<file path="src/rtl/core/gfit_pkg.sv">
package gfit_pkg;

    localparam int IN_W  = 24;
    localparam int OUT_W = 24;

    localparam logic [1:0] CMD_FIND  = 2'd0;
    localparam logic [1:0] CMD_PLACE = 2'd1;
    localparam logic [1:0] CMD_CLEAR = 2'd2;

    localparam logic ST_OK      = 1'b0;
    localparam logic ST_REFUSED = 1'b1;

    typedef struct packed {
        logic [3:0] pad;
        logic [3:0] place_col;
        logic [3:0] place_row;
        logic [4:0] rect_width;
        logic [4:0] rect_height;
        logic [1:0] command;
    } in_word_t;

    typedef struct packed {
        logic [4:0] pad;
        logic       grid_empty;
        logic [8:0] free_cells;
        logic [3:0] found_col;
        logic [3:0] found_row;
        logic       status;
    } out_word_t;

endpackage

</file>
<file path="src/rtl/core/grid_rectangle_first_fit_core.sv">
// Clear, zero-size and out-of-range requests go straight to the result without
// reading the row memory. One request at a time; find reads the grid rows in order
// from row 0, each at most once, and stops at the first fit; place reads its rows
// once to check and, if all are free, once more to mark them.
// Reset (aresetn low, synchronous) frees every cell at once through per-row valid
// bits and sets the free count to the grid area; no clearing pass.
module grid_rectangle_first_fit_core
    import gfit_pkg::*;
#(
    parameter int GRID_SIZE = 16
) (
    input  logic             aclk,
    input  logic             aresetn,
    input  logic             s_tvalid,
    output logic             s_tready,
    // command, rect_height, rect_width, place_row, place_col
    input  logic [IN_W-1:0]  s_tdata,
    output logic             m_tvalid,
    input  logic             m_tready,
    // status, found_row, found_col, free_cells, grid_empty
    output logic [OUT_W-1:0] m_tdata
);

    localparam int AW     = $clog2(GRID_SIZE);
    localparam int RW     = $clog2(GRID_SIZE + 1);
    localparam int NW     = $clog2(2 * GRID_SIZE + 32);
    localparam int FW     = $clog2(GRID_SIZE * GRID_SIZE + 1);
    localparam int AREA_W = 2 * RW;

    localparam logic [FW-1:0] FULL_COUNT = FW'(GRID_SIZE * GRID_SIZE);
    localparam logic [NW-1:0] GN         = NW'(GRID_SIZE);
    localparam logic [AW-1:0] LAST_ROW   = AW'(GRID_SIZE - 1);

    localparam logic [2:0] S_IDLE  = 3'd0;
    localparam logic [2:0] S_SCAN  = 3'd1;
    localparam logic [2:0] S_CHECK = 3'd2;
    localparam logic [2:0] S_WRITE = 3'd3;
    localparam logic [2:0] S_DONE  = 3'd4;

    in_word_t             in_w;
    logic [NW-1:0]        h_in;
    logic [NW-1:0]        w_in;
    logic [NW-1:0]        pr_in;
    logic [NW-1:0]        pc_in;
    logic [GRID_SIZE-1:0] wmask_in;

    logic [2:0]           state_reg, state_next;
    logic [NW-1:0]        h_reg, h_next;
    logic [NW-1:0]        w_reg, w_next;
    logic [GRID_SIZE-1:0] mask_reg, mask_next;
    logic [AW-1:0]        first_reg, first_next;
    logic [AW-1:0]        last_reg, last_next;
    logic [AW-1:0]        iss_row_reg, iss_row_next;
    logic                 iss_on_reg, iss_on_next;
    logic                 rd_pend_reg, rd_pend_next;
    logic [AW-1:0]        rd_row_reg, rd_row_next;
    logic                 rd_last_reg, rd_last_next;
    logic [RW-1:0]        run_reg [GRID_SIZE];
    logic [RW-1:0]        run_next [GRID_SIZE];
    logic [FW-1:0]        free_reg, free_next;
    logic [AREA_W-1:0]    area_reg, area_next;
    logic                 res_status_reg, res_status_next;
    logic [3:0]           res_row_reg, res_row_next;
    logic [3:0]           res_col_reg, res_col_next;
    logic                 m_valid_reg, m_valid_next;
    out_word_t            m_data_reg, m_data_next;

    logic                 rd_en;
    logic                 wr_en;
    logic                 clr;
    logic                 work;
    logic [GRID_SIZE-1:0] rd_data;
    logic [GRID_SIZE-1:0] fit_row;
    logic [GRID_SIZE-1:0] hit;
    logic [RW-1:0]        run_inc [GRID_SIZE];
    logic [AW-1:0]        hit_col;
    logic                 place_bad;

    gfit_row_mem #(
        .GRID_SIZE (GRID_SIZE)
    ) u_row_mem (
        .aclk    (aclk),
        .aresetn (aresetn),
        .rd_en   (rd_en),
        .rd_addr (iss_row_reg),
        .rd_data (rd_data),
        .wr_en   (wr_en),
        .wr_addr (rd_row_reg),
        .wr_data (rd_data | mask_reg),
        .clr     (clr)
    );

    assign in_w     = in_word_t'(s_tdata);
    assign h_in     = NW'(in_w.rect_height);
    assign w_in     = NW'(in_w.rect_width);
    assign pr_in    = NW'(in_w.place_row);
    assign pc_in    = NW'(in_w.place_col);
    assign wmask_in = ~({GRID_SIZE{1'b1}} << w_in);

    // one lane per start column: count consecutive rows that are free there
    always_comb begin
        for (int j = 0; j < GRID_SIZE; j++) begin
            run_inc[j] = run_reg[j] + RW'(1);
            fit_row[j] = ((NW'(j) + w_reg) <= GN) && ((rd_data & (mask_reg << j)) == '0);
            hit[j]     = fit_row[j] && (NW'(run_inc[j]) >= h_reg);
        end
        hit_col = '0;
        for (int j = GRID_SIZE - 1; j >= 0; j--) begin
            if (hit[j]) begin
                hit_col = AW'(j);
            end
        end
    end

    assign place_bad = (rd_data & mask_reg) != '0;
    assign work      = (state_reg == S_SCAN) || (state_reg == S_CHECK) ||
                       (state_reg == S_WRITE);
    assign area_next = AREA_W'(RW'(h_reg)) * AREA_W'(RW'(w_reg));

    always_comb begin
        state_next      = state_reg;
        h_next          = h_reg;
        w_next          = w_reg;
        mask_next       = mask_reg;
        first_next      = first_reg;
        last_next       = last_reg;
        iss_row_next    = iss_row_reg;
        iss_on_next     = iss_on_reg;
        run_next        = run_reg;
        free_next       = free_reg;
        res_status_next = res_status_reg;
        res_row_next    = res_row_reg;
        res_col_next    = res_col_reg;
        m_valid_next    = m_valid_reg;
        m_data_next     = m_data_reg;
        rd_en           = 1'b0;
        wr_en           = 1'b0;
        clr             = 1'b0;

        if (work && iss_on_reg) begin
            rd_en        = 1'b1;
            iss_row_next = iss_row_reg + AW'(1);
            iss_on_next  = (iss_row_reg != last_reg);
        end
        rd_pend_next = rd_en;
        rd_row_next  = iss_row_reg;
        rd_last_next = (iss_row_reg == last_reg);

        if (m_valid_reg && m_tready) begin
            m_valid_next = 1'b0;
        end

        unique case (state_reg)
            S_IDLE: begin
                if (s_tvalid) begin
                    h_next          = h_in;
                    w_next          = w_in;
                    res_status_next = ST_REFUSED;
                    res_row_next    = '0;
                    res_col_next    = '0;
                    state_next      = S_DONE;
                    unique case (in_w.command)
                        CMD_FIND: begin
                            mask_next = wmask_in;
                            if ((h_in <= GN) && (w_in <= GN)) begin
                                if ((h_in == '0) || (w_in == '0)) begin
                                    res_status_next = ST_OK;
                                end else begin
                                    state_next   = S_SCAN;
                                    iss_row_next = '0;
                                    last_next    = LAST_ROW;
                                    iss_on_next  = 1'b1;
                                    for (int j = 0; j < GRID_SIZE; j++) begin
                                        run_next[j] = '0;
                                    end
                                end
                            end
                        end
                        CMD_PLACE: begin
                            mask_next = wmask_in << pc_in;
                            if (((pr_in + h_in) <= GN) && ((pc_in + w_in) <= GN)) begin
                                if ((h_in == '0) || (w_in == '0)) begin
                                    res_status_next = ST_OK;
                                end else begin
                                    state_next   = S_CHECK;
                                    iss_row_next = AW'(pr_in);
                                    first_next   = AW'(pr_in);
                                    last_next    = AW'(pr_in + h_in - NW'(1));
                                    iss_on_next  = 1'b1;
                                end
                            end
                        end
                        CMD_CLEAR: begin
                            clr             = 1'b1;
                            free_next       = FULL_COUNT;
                            res_status_next = ST_OK;
                        end
                        default: begin
                        end
                    endcase
                end
            end
            S_SCAN: begin
                if (rd_pend_reg) begin
                    for (int j = 0; j < GRID_SIZE; j++) begin
                        run_next[j] = fit_row[j] ? run_inc[j] : '0;
                    end
                    if (hit != '0) begin
                        res_status_next = ST_OK;
                        res_row_next    = 4'(NW'(rd_row_reg) + NW'(1) - h_reg);
                        res_col_next    = 4'(hit_col);
                        iss_on_next     = 1'b0;
                        state_next      = S_DONE;
                    end else if (rd_last_reg) begin
                        state_next = S_DONE;
                    end
                end
            end
            S_CHECK: begin
                if (rd_pend_reg) begin
                    if (place_bad) begin
                        iss_on_next = 1'b0;
                        state_next  = S_DONE;
                    end else if (rd_last_reg) begin
                        iss_row_next = first_reg;
                        iss_on_next  = 1'b1;
                        state_next   = S_WRITE;
                    end
                end
            end
            S_WRITE: begin
                if (rd_pend_reg) begin
                    wr_en = 1'b1;
                    if (rd_last_reg) begin
                        free_next       = free_reg - FW'(area_reg);
                        res_status_next = ST_OK;
                        state_next      = S_DONE;
                    end
                end
            end
            S_DONE: begin
                if (!m_valid_reg || m_tready) begin
                    m_valid_next           = 1'b1;
                    m_data_next.pad        = '0;
                    m_data_next.status     = res_status_reg;
                    m_data_next.found_row  = res_row_reg;
                    m_data_next.found_col  = res_col_reg;
                    m_data_next.free_cells = 9'(free_reg);
                    m_data_next.grid_empty = (free_reg == FULL_COUNT);
                    state_next             = S_IDLE;
                end
            end
            default: begin
                state_next = S_IDLE;
            end
        endcase
    end

    always_ff @(posedge aclk) begin
        if (!aresetn) begin
            state_reg   <= S_IDLE;
            iss_on_reg  <= 1'b0;
            rd_pend_reg <= 1'b0;
            free_reg    <= FULL_COUNT;
            m_valid_reg <= 1'b0;
        end else begin
            state_reg   <= state_next;
            iss_on_reg  <= iss_on_next;
            rd_pend_reg <= rd_pend_next;
            free_reg    <= free_next;
            m_valid_reg <= m_valid_next;
        end
    end

    always_ff @(posedge aclk) begin
        h_reg          <= h_next;
        w_reg          <= w_next;
        mask_reg       <= mask_next;
        first_reg      <= first_next;
        last_reg       <= last_next;
        iss_row_reg    <= iss_row_next;
        rd_row_reg     <= rd_row_next;
        rd_last_reg    <= rd_last_next;
        run_reg        <= run_next;
        area_reg       <= area_next;
        res_status_reg <= res_status_next;
        res_row_reg    <= res_row_next;
        res_col_reg    <= res_col_next;
        m_data_reg     <= m_data_next;
    end

    assign s_tready = (state_reg == S_IDLE);
    assign m_tvalid = m_valid_reg;
    assign m_tdata  = m_data_reg;

    a_accept_leaves_idle: assert property (@(posedge aclk) disable iff (!aresetn)
        (s_tvalid && s_tready) |=> (state_reg != S_IDLE))
        else $error("accepted word did not start work");

    a_idle_no_read: assert property (@(posedge aclk) disable iff (!aresetn)
        (state_reg == S_IDLE) |-> !rd_pend_reg)
        else $error("row read still in flight while idle");

    a_write_only_marking: assert property (@(posedge aclk) disable iff (!aresetn)
        wr_en |-> ((state_reg == S_WRITE) && rd_pend_reg))
        else $error("row write outside the marking pass");

    a_free_bounded: assert property (@(posedge aclk) disable iff (!aresetn)
        (state_reg == S_DONE) |-> (free_reg <= FULL_COUNT))
        else $error("free count beyond grid area");

endmodule

</file>
<file path="src/rtl/core/gfit_row_mem.sv">
module gfit_row_mem #(
    parameter int GRID_SIZE = 16
) (
    input  logic                          aclk,
    input  logic                          aresetn,
    input  logic                          rd_en,
    input  logic [$clog2(GRID_SIZE)-1:0]  rd_addr,
    output logic [GRID_SIZE-1:0]          rd_data,
    input  logic                          wr_en,
    input  logic [$clog2(GRID_SIZE)-1:0]  wr_addr,
    input  logic [GRID_SIZE-1:0]          wr_data,
    input  logic                          clr
);

    logic [GRID_SIZE-1:0] mem [GRID_SIZE];
    logic [GRID_SIZE-1:0] data_reg;
    logic                 hit_reg;
    logic [GRID_SIZE-1:0] valid_reg;
    logic [GRID_SIZE-1:0] valid_next;

    always_ff @(posedge aclk) begin
        if (wr_en) begin
            mem[wr_addr] <= wr_data;
        end
        if (rd_en) begin
            data_reg <= mem[rd_addr];
            hit_reg  <= valid_reg[rd_addr];
        end
    end

    always_comb begin
        valid_next = valid_reg;
        if (wr_en) begin
            valid_next[wr_addr] = 1'b1;
        end
        if (clr) begin
            valid_next = '0;
        end
    end

    always_ff @(posedge aclk) begin
        if (!aresetn) begin
            valid_reg <= '0;
        end else begin
            valid_reg <= valid_next;
        end
    end

    // rows never written since reset or clear read as free
    assign rd_data = hit_reg ? data_reg : '0;

endmodule

</file>
<file path="config.mk">
export PLATFORM = sky130hd
export DESIGN_NAME = grid_rectangle_first_fit_core
export DESIGN_NICKNAME = d
export VERILOG_FILES = /design/src/rtl/core/gfit_pkg.sv /design/src/rtl/core/grid_rectangle_first_fit_core.sv /design/src/rtl/core/gfit_row_mem.sv
export SDC_FILE = /design/constraint.sdc
export NUM_CORES = 1
export LEC_CHECK = 0
export ABC_AREA = 1
export BUFFER_PORTS_ARGS = -buffer_cell sky130_fd_sc_hd__clkbuf_2
export CELL_PAD_IN_SITES_DETAIL_PLACEMENT = 0
export CELL_PAD_IN_SITES_GLOBAL_PLACEMENT = 2
export CORE_MARGIN = 1.5
export CORE_UTILIZATION = 35
export DETAILED_ROUTE_END_ITERATION = 10
export PLACE_DENSITY = 0.76
export SLEW_MARGIN = 10
export SYNTH_ARGS = -nofsm -noshare
export SYNTH_HDL_FRONTEND = slang
export SYNTH_SLANG_ARGS = --single-unit
export TNS_END_PERCENT = 20
</file>
<file path="constraint.sdc">
create_clock -name aclk -period 6.6 [get_ports aclk]
set_input_delay 0 -clock aclk [delete_from_list [all_inputs] [get_ports aclk]]
set_output_delay 0 -clock aclk [all_outputs]
set_load 0.1 [all_outputs]
</file>
Word level (Yosys, flattened, before mapping). Memory sizes are Yosys's and may differ from the RTL's. A register that Yosys moved wholly into a read port is not among the register bits. Index checks and enable logic that the tools add are counted.

Memory bits (writable): 256. Word-level logic and storage cells: 366. Memories kept: 1. Input bits: 28. Bits in registers: 192. Output and inout bits: 26.

Shift-type cells: 2. Add/subtract/negate cells: 38. Magnitude comparators: 39. Multiply operators: 1. Bitwise logic cells: 21. Mux-type cells: 120. Eq/ne operators: 25. Reduce and logical (&&, ||, !) cells: 79.

Memory list: u_row_mem.mem (words 16, width 16, read ports 1, clocked after Yosys merged registers in 1, wr ports 1, RTL line gfit_row_mem.sv:15) `logic [GRID_SIZE-1:0] mem [GRID_SIZE];`.

Operators by type and width (count): 80-bit 2-to-1 mux (5); 16-bit bitwise AND (16); 16-bit logical NOT (16); 80-bit case mux with 2 select lines (1); 4-bit 2-to-1 mux (34); 6-bit by 5-bit <= comparator with 1-bit output (second input constant) (17); 5-bit by 1-bit adder with 5-bit output (second input constant) (16); 5-bit >= comparator (16); 5-bit 2-to-1 mux (16); 4-bit by 5-bit adder with 6-bit output (first input constant) (8); 4-bit case mux with 2 select lines (5); 3-bit 2-to-1 mux (13); 1-bit logical AND (37); 9-bit 2-to-1 mux (4); 16-bit bitwise OR (2); 16-bit case mux with 2 select lines (1); 16-bit nonzero test (2); 1-bit 2-to-1 mux (31); 3-bit by 5-bit adder with 6-bit output (first input constant) (4); 2-bit inequality test (second input constant) (11); 9-bit case mux with 2 select lines (1); 6-bit AND reduction (3); 16-bit 2-to-1 mux (1); 16-bit NOT (1); other kinds (43) (64).

Longest topological paths before layout.
Word-level depth: 24. Depth in mapped cells: 27. Gate-level depth less buffers: 27.

Modules after synthesis. Synthesis repeated with hierarchy kept, for this count alone.

Cells, all modules: 2819. Area total of the unflattened synthesis: 25336.8 sq um.

By module, submodules not included: grid_rectangle_first_fit_core (instances 1, area an instance 12998.7 sq um, cells an instance 1603); gfit_row_mem (instances 1, area an instance 12338.1 sq um, cells an instance 1216).

Worst setup path after synthesis. No wires, ideal clock.

Path type: flip-flop to flip-flop. Start point: register state_reg[1]. End point: register run_reg[0] (netlist name) (enable). Required time: 6055 ps. Setup time: 545 ps. Path slack: 537 ps. Cell stages (with the launch flop): 6. Data arrival time: 5518 ps. Buffers on the path: 0. Path through: dfxtp_1 -> inv_1 -> nand2_1 -> nor2_2 -> nand3_1 -> a21oi_1.

Longest elaborated chain between the ends: 3. Elaborated cells between the ends (all ways): 9. Those cells by class: eq/ne (6); reduce/logical (3).

Ends and longest elaborated chain: start, declared (RTL line grid_rectangle_first_fit_core.sv:47) `logic [2:0] state_reg, state_next;`; start signal, assigned (RTL line grid_rectangle_first_fit_core.sv:267) `state_reg <= state_next;`; 3-bit logical NOT (*); via s_tready (RTL line grid_rectangle_first_fit_core.sv:15) `output logic s_tready,`; 2-bit by 1-bit inequality test with 1-bit output (no source line) (tied with other cells); 6-bit AND reduction (no source line) (*); end signal, assigned (RTL line grid_rectangle_first_fit_core.sv:284) `run_reg <= run_next;`; end, declared (RTL line grid_rectangle_first_fit_core.sv:58) `logic [RW-1:0] run_reg [GRID_SIZE];`.

The timed path passes the listed nets; every way through them passes the cells marked *. A chain may end at the register's enable or synchronous reset.

Final worst setup path.
Start point: register h_reg[0]. End point: register area_reg[7].

Longest elaborated chain between the ends: 1.

Ends and longest elaborated chain: start, declared (RTL line grid_rectangle_first_fit_core.sv:48) `logic [NW-1:0] h_reg, h_next;`; start signal, assigned (RTL line grid_rectangle_first_fit_core.sv:276) `h_reg <= h_next;`; 5-bit by 5-bit multiplier with 9-bit output (RTL line grid_rectangle_first_fit_core.sv:118) `assign area_next = AREA_W'(RW'(h_reg)) * AREA_W'(RW'(w_reg));`; via area_next[7] (RTL line grid_rectangle_first_fit_core.sv:61) `logic [AREA_W-1:0] area_reg, area_next;`; end signal, assigned (RTL line grid_rectangle_first_fit_core.sv:285) `area_reg <= area_next;`; end, declared (RTL line grid_rectangle_first_fit_core.sv:61).

The timed path passes the listed nets, and every way through them passes these cells.

==> summary.txt <==
Setup path
  • CP max-delay cell: fa_1
  • Slowest cell delay on critical path: 540 ps
  • Reg-to-Reg End: area_reg[7]
  • CP arrival: 4200 ps
  • R2r setup slk: 2900 ps
  • CP most frequent cell: fa_1
  • Critical Path End: area_reg[7]
  • Worst path bufs/invs: 3
  • Data required, critical path: 7100 ps
  • Worst path depth: 14
  • Crit start category: flop
  • Critical path endpoint category: flop
  • Critical path startpoint: h_reg[0]
  • CP Max Fanout: 22
  • Critical path's top delay family: adder cells
  • Reg2reg start: h_reg[0]
  • R2r worst-path depth: 14
  • CP Class: flop to flop
  • Cell chain of the critical path: buf_4, nand2_1, fa_1, fa_1, fa_1, inv_1, ha_1, a21oi_1, inv_1, a31oi_1, nor2_1, o21ai_0, nand2_1, xor2_1

Floorplan
  • Initial Utilization: 35.4%
  • Die X: 266 um
  • Std-Cell Rows: 96
  • I/O pin cnt: 54
  • Die Area: 71,000 um2
  • Core Area: 68,600 um2
  • Die Ht: 266 um

Finish
  • Storage element area: 13,400 um2
  • Layout area overhead: 13.0%
  • Fill count: 6,746
  • Diode count: 0
  • Max FFs per register: 256
  • Commonest non-fill, non-tap cells in the layout: edfxtp_1 (415), nand2_1 (349), inv_1 (333)
  • Commonest non-fill, non-tap cell in the layout: edfxtp_1
  • Cell area after layout: 27,400 um2
  • Nets: 2,627
  • Multi-input gate area: 9280 um2
  • Layout cells sized above 1: 8.99%

Clock tree
  • Post-CTS sizing: 0
  • Clk slew on worst S/H paths: 60 ps
  • Max clock buf depth: 3
  • CTS Buf Count: 50
  • H-tree depth: 2
  • Clk sinks: 464
  • Hold Buf Count CTS: 23
  • TritonCTS clock tree: built
  • Clock Latency Late Sink: 620 ps
  • Setup repair bufs after CTS: 0
  • Clk Tree Root Cell: clkbuf_16

Timing
  • Min cycle time layout: 3700 ps
  • Relative slew slack: 24.1%
  • Slew Viols, Final: 0
  • Slew of the pin with the lowest slew margin: 1130 ps
  • Hold Vio Cnt, Final: 0
  • Tcrit/Tclk final: 56.1%
  • Final setup viols: 0
  • RSZ-0062 raised after global routing: no
  • Setup TNS Final: 0 ps
  • Hold_ws: 37.4 ps
  • Maximum clock rate: 0.270 GHz
  • Setup Skew: 60.0 ps

Logic synthesis
  • Sequential share of the synthesized area: 55.4%
  • Synth Area in XOR/XNOR: 1.95%
  • Post-synthesis mux area share: 2.72%
  • YS warnings: 0
  • Cell variety after synth: 54
  • Dominant synthesized flop cell: edfxtp_1
  • Synthesized instance count: 2,390
  • Area fraction in compound gates after synthesis: 11.6%
  • Post-synth EDFFs: 415
  • Synth Area in Simple Gates: 13.4%
  • Async SR Flop Fraction: 0%
  • Post-Synth Adder-Cell Area: 7.95%
  • Mean Syn Cell Area: 10.2 um2
  • Synth Cell Area: 24,300 um2
  • Synthesis-stage register bit count: 464
  • Main combinational cell family by area after synthesis: simple AND/OR/NAND/NOR gates

Route
  • DRC viols: 0
  • Via count: 17,105
  • DRT Wirelength: 63.7 mm
  • Wire length per cell: 18.6 um
  • First-iteration detailed-routing DRC count: 1,163
  • DR vias/cell: 5.00
  • Drt pass-1 iters: 5
  • Post-route ant nets: 0

Power and ir drop
  • Switching part of the total power: 31.2%
  • Seq pwr share: 43.5%
  • Comb pwr share: 21.3%
  • Pwr/cell area: 288 nW/um2
  • Worst vdd ir: 212 uV
  • P_sw: 2.46 mW
  • Clk network pwr share: 35.1%
  • Internal power: 5.44 mW
  • Pleak: 11.1 nW

GRT
  • Total GRT Usage: 18.0%
  • Global route overflow: 0
  • Number of global-route vias before repair: 16,809
  • Initial antenna violation count: 0
  • Largest net degree at the start of global routing: 81
  • Global-route wire length before repair: 97.7 mm

Run status
  • Status: complete, no violations

Placement
  • PortBufs: 44
  • Detail Placement HPWL: 40.2 mm
  • Placer congestion estimate: 0.875
  • Placement Cell Area: 25,600 um2

Min path
  • Hold Crit Class: primary input to flop
  • Hold Startpoint: s_tdata[19]

Run
  • # Max-Cap Violations: 0
==> cells in the mapped netlist, types with 10 or more instances <==
| master | n | share of area, % |
|---|---|---|
| nand3_1 | 73 | 1.5 |
| dfxtp_1 | 49 | 4.0 |
| a21oi_1 | 129 | 2.7 |
| o21ai_0 | 155 | 3.2 |
| mux2i_1 | 66 | 2.7 |
| nand2_1 | 349 | 5.4 |
| nor2_1 | 244 | 3.8 |
| o211ai_1 | 74 | 2.3 |
| nand2_2 | 10 | 0.26 |
| o22ai_1 | 48 | 1.2 |
| ha_1 | 135 | 7.0 |
| edfxtp_1 | 415 | 51 |
| nand4_1 | 21 | 0.54 |
| xor2_1 | 43 | 1.6 |
| xnor2_1 | 11 | 0.40 |
| o21bai_1 | 12 | 0.37 |
| clkbuf_1 | 43 | 0.66 |
| inv_1 | 333 | 5.1 |
| fa_1 | 12 | 0.99 |
| o221ai_1 | 13 | 0.47 |
| nor3_1 | 25 | 0.52 |
| buf_2 | 17 | 0.35 |
==> how the worst min path moves through the flow <==
| stage | endpoint | slack (ps) | depth (start not counted) |
|---|---|---|---|
| CTS | mask_reg[10] | 20 | 4 |
| detailed placement | first_reg[2] | 230 | 1 |
| floorplan | free_reg[8] | 80 | 1 |
| finish | mask_reg[10] | 40 | 4 |
| global placement | first_reg[2] | 230 | 1 |
| global route | mask_reg[10] | 70 | 4 |
==> tightest hold or removal path: stages <==
cell and delay, ps:
clkbuf_2 120, nor2_1 160, nand3_1 130, o211ai_1 70
==> cell type report <==
type                            count  share of cell area, %
Sequential cell                   464                   49.0
Multi-Input combinational cell   1502                   33.8
Clock buffer                       59                   4.76
Inverter                          347                   4.75
Tap cell                          931                   4.25
Timing Repair Buffer               87                   2.19
Clock inverter                     34                   1.18
==> power by group through the flow <==
stage                     Clock, mW  Combinational (mW)  Sequential (mW)
after floorplan                   0                1.21             3.50
after global placement            0                1.66             3.50
after detailed placement          0                1.68             3.51
after CTS                      2.84                1.70             3.44
after global routing           2.95                1.89             3.46
final                          2.78                1.69             3.44
==> kinds of logic (layout without fill, tap and decap cells) <==
family          Yosys count  in the layout
flops                   464            464
compound gates          472            472
buf+inv                 428            527
simple gates            758            758
other cells               1              5
fa+ha+maj               147            147
mux                      66             66
xor+xnor                 54             54
==> metal layers <==
layer	vias to the layer above	GRT usage (%)	routed length (um)
met2	376	29.0	29000
met3	119	2.74	3050
li1	8396	-	-
met5	-	0	0
met4	0	6.43	2060
met1	8214	24.6	29600
==> stage by stage <==
stage	utilization, %	cells	power (mW)	setup slack (ps)
after floorplan	-	2394	4.70	537
after global placement	37.3	3308	5.17	2770
after CTS	40.0	3424	7.99	2780
final	40.0	3424	7.91	2900
after detailed placement	37.3	3308	5.18	2780
after global routing	40.0	3424	8.30	2590
Power figures use the tool's default switching activity.
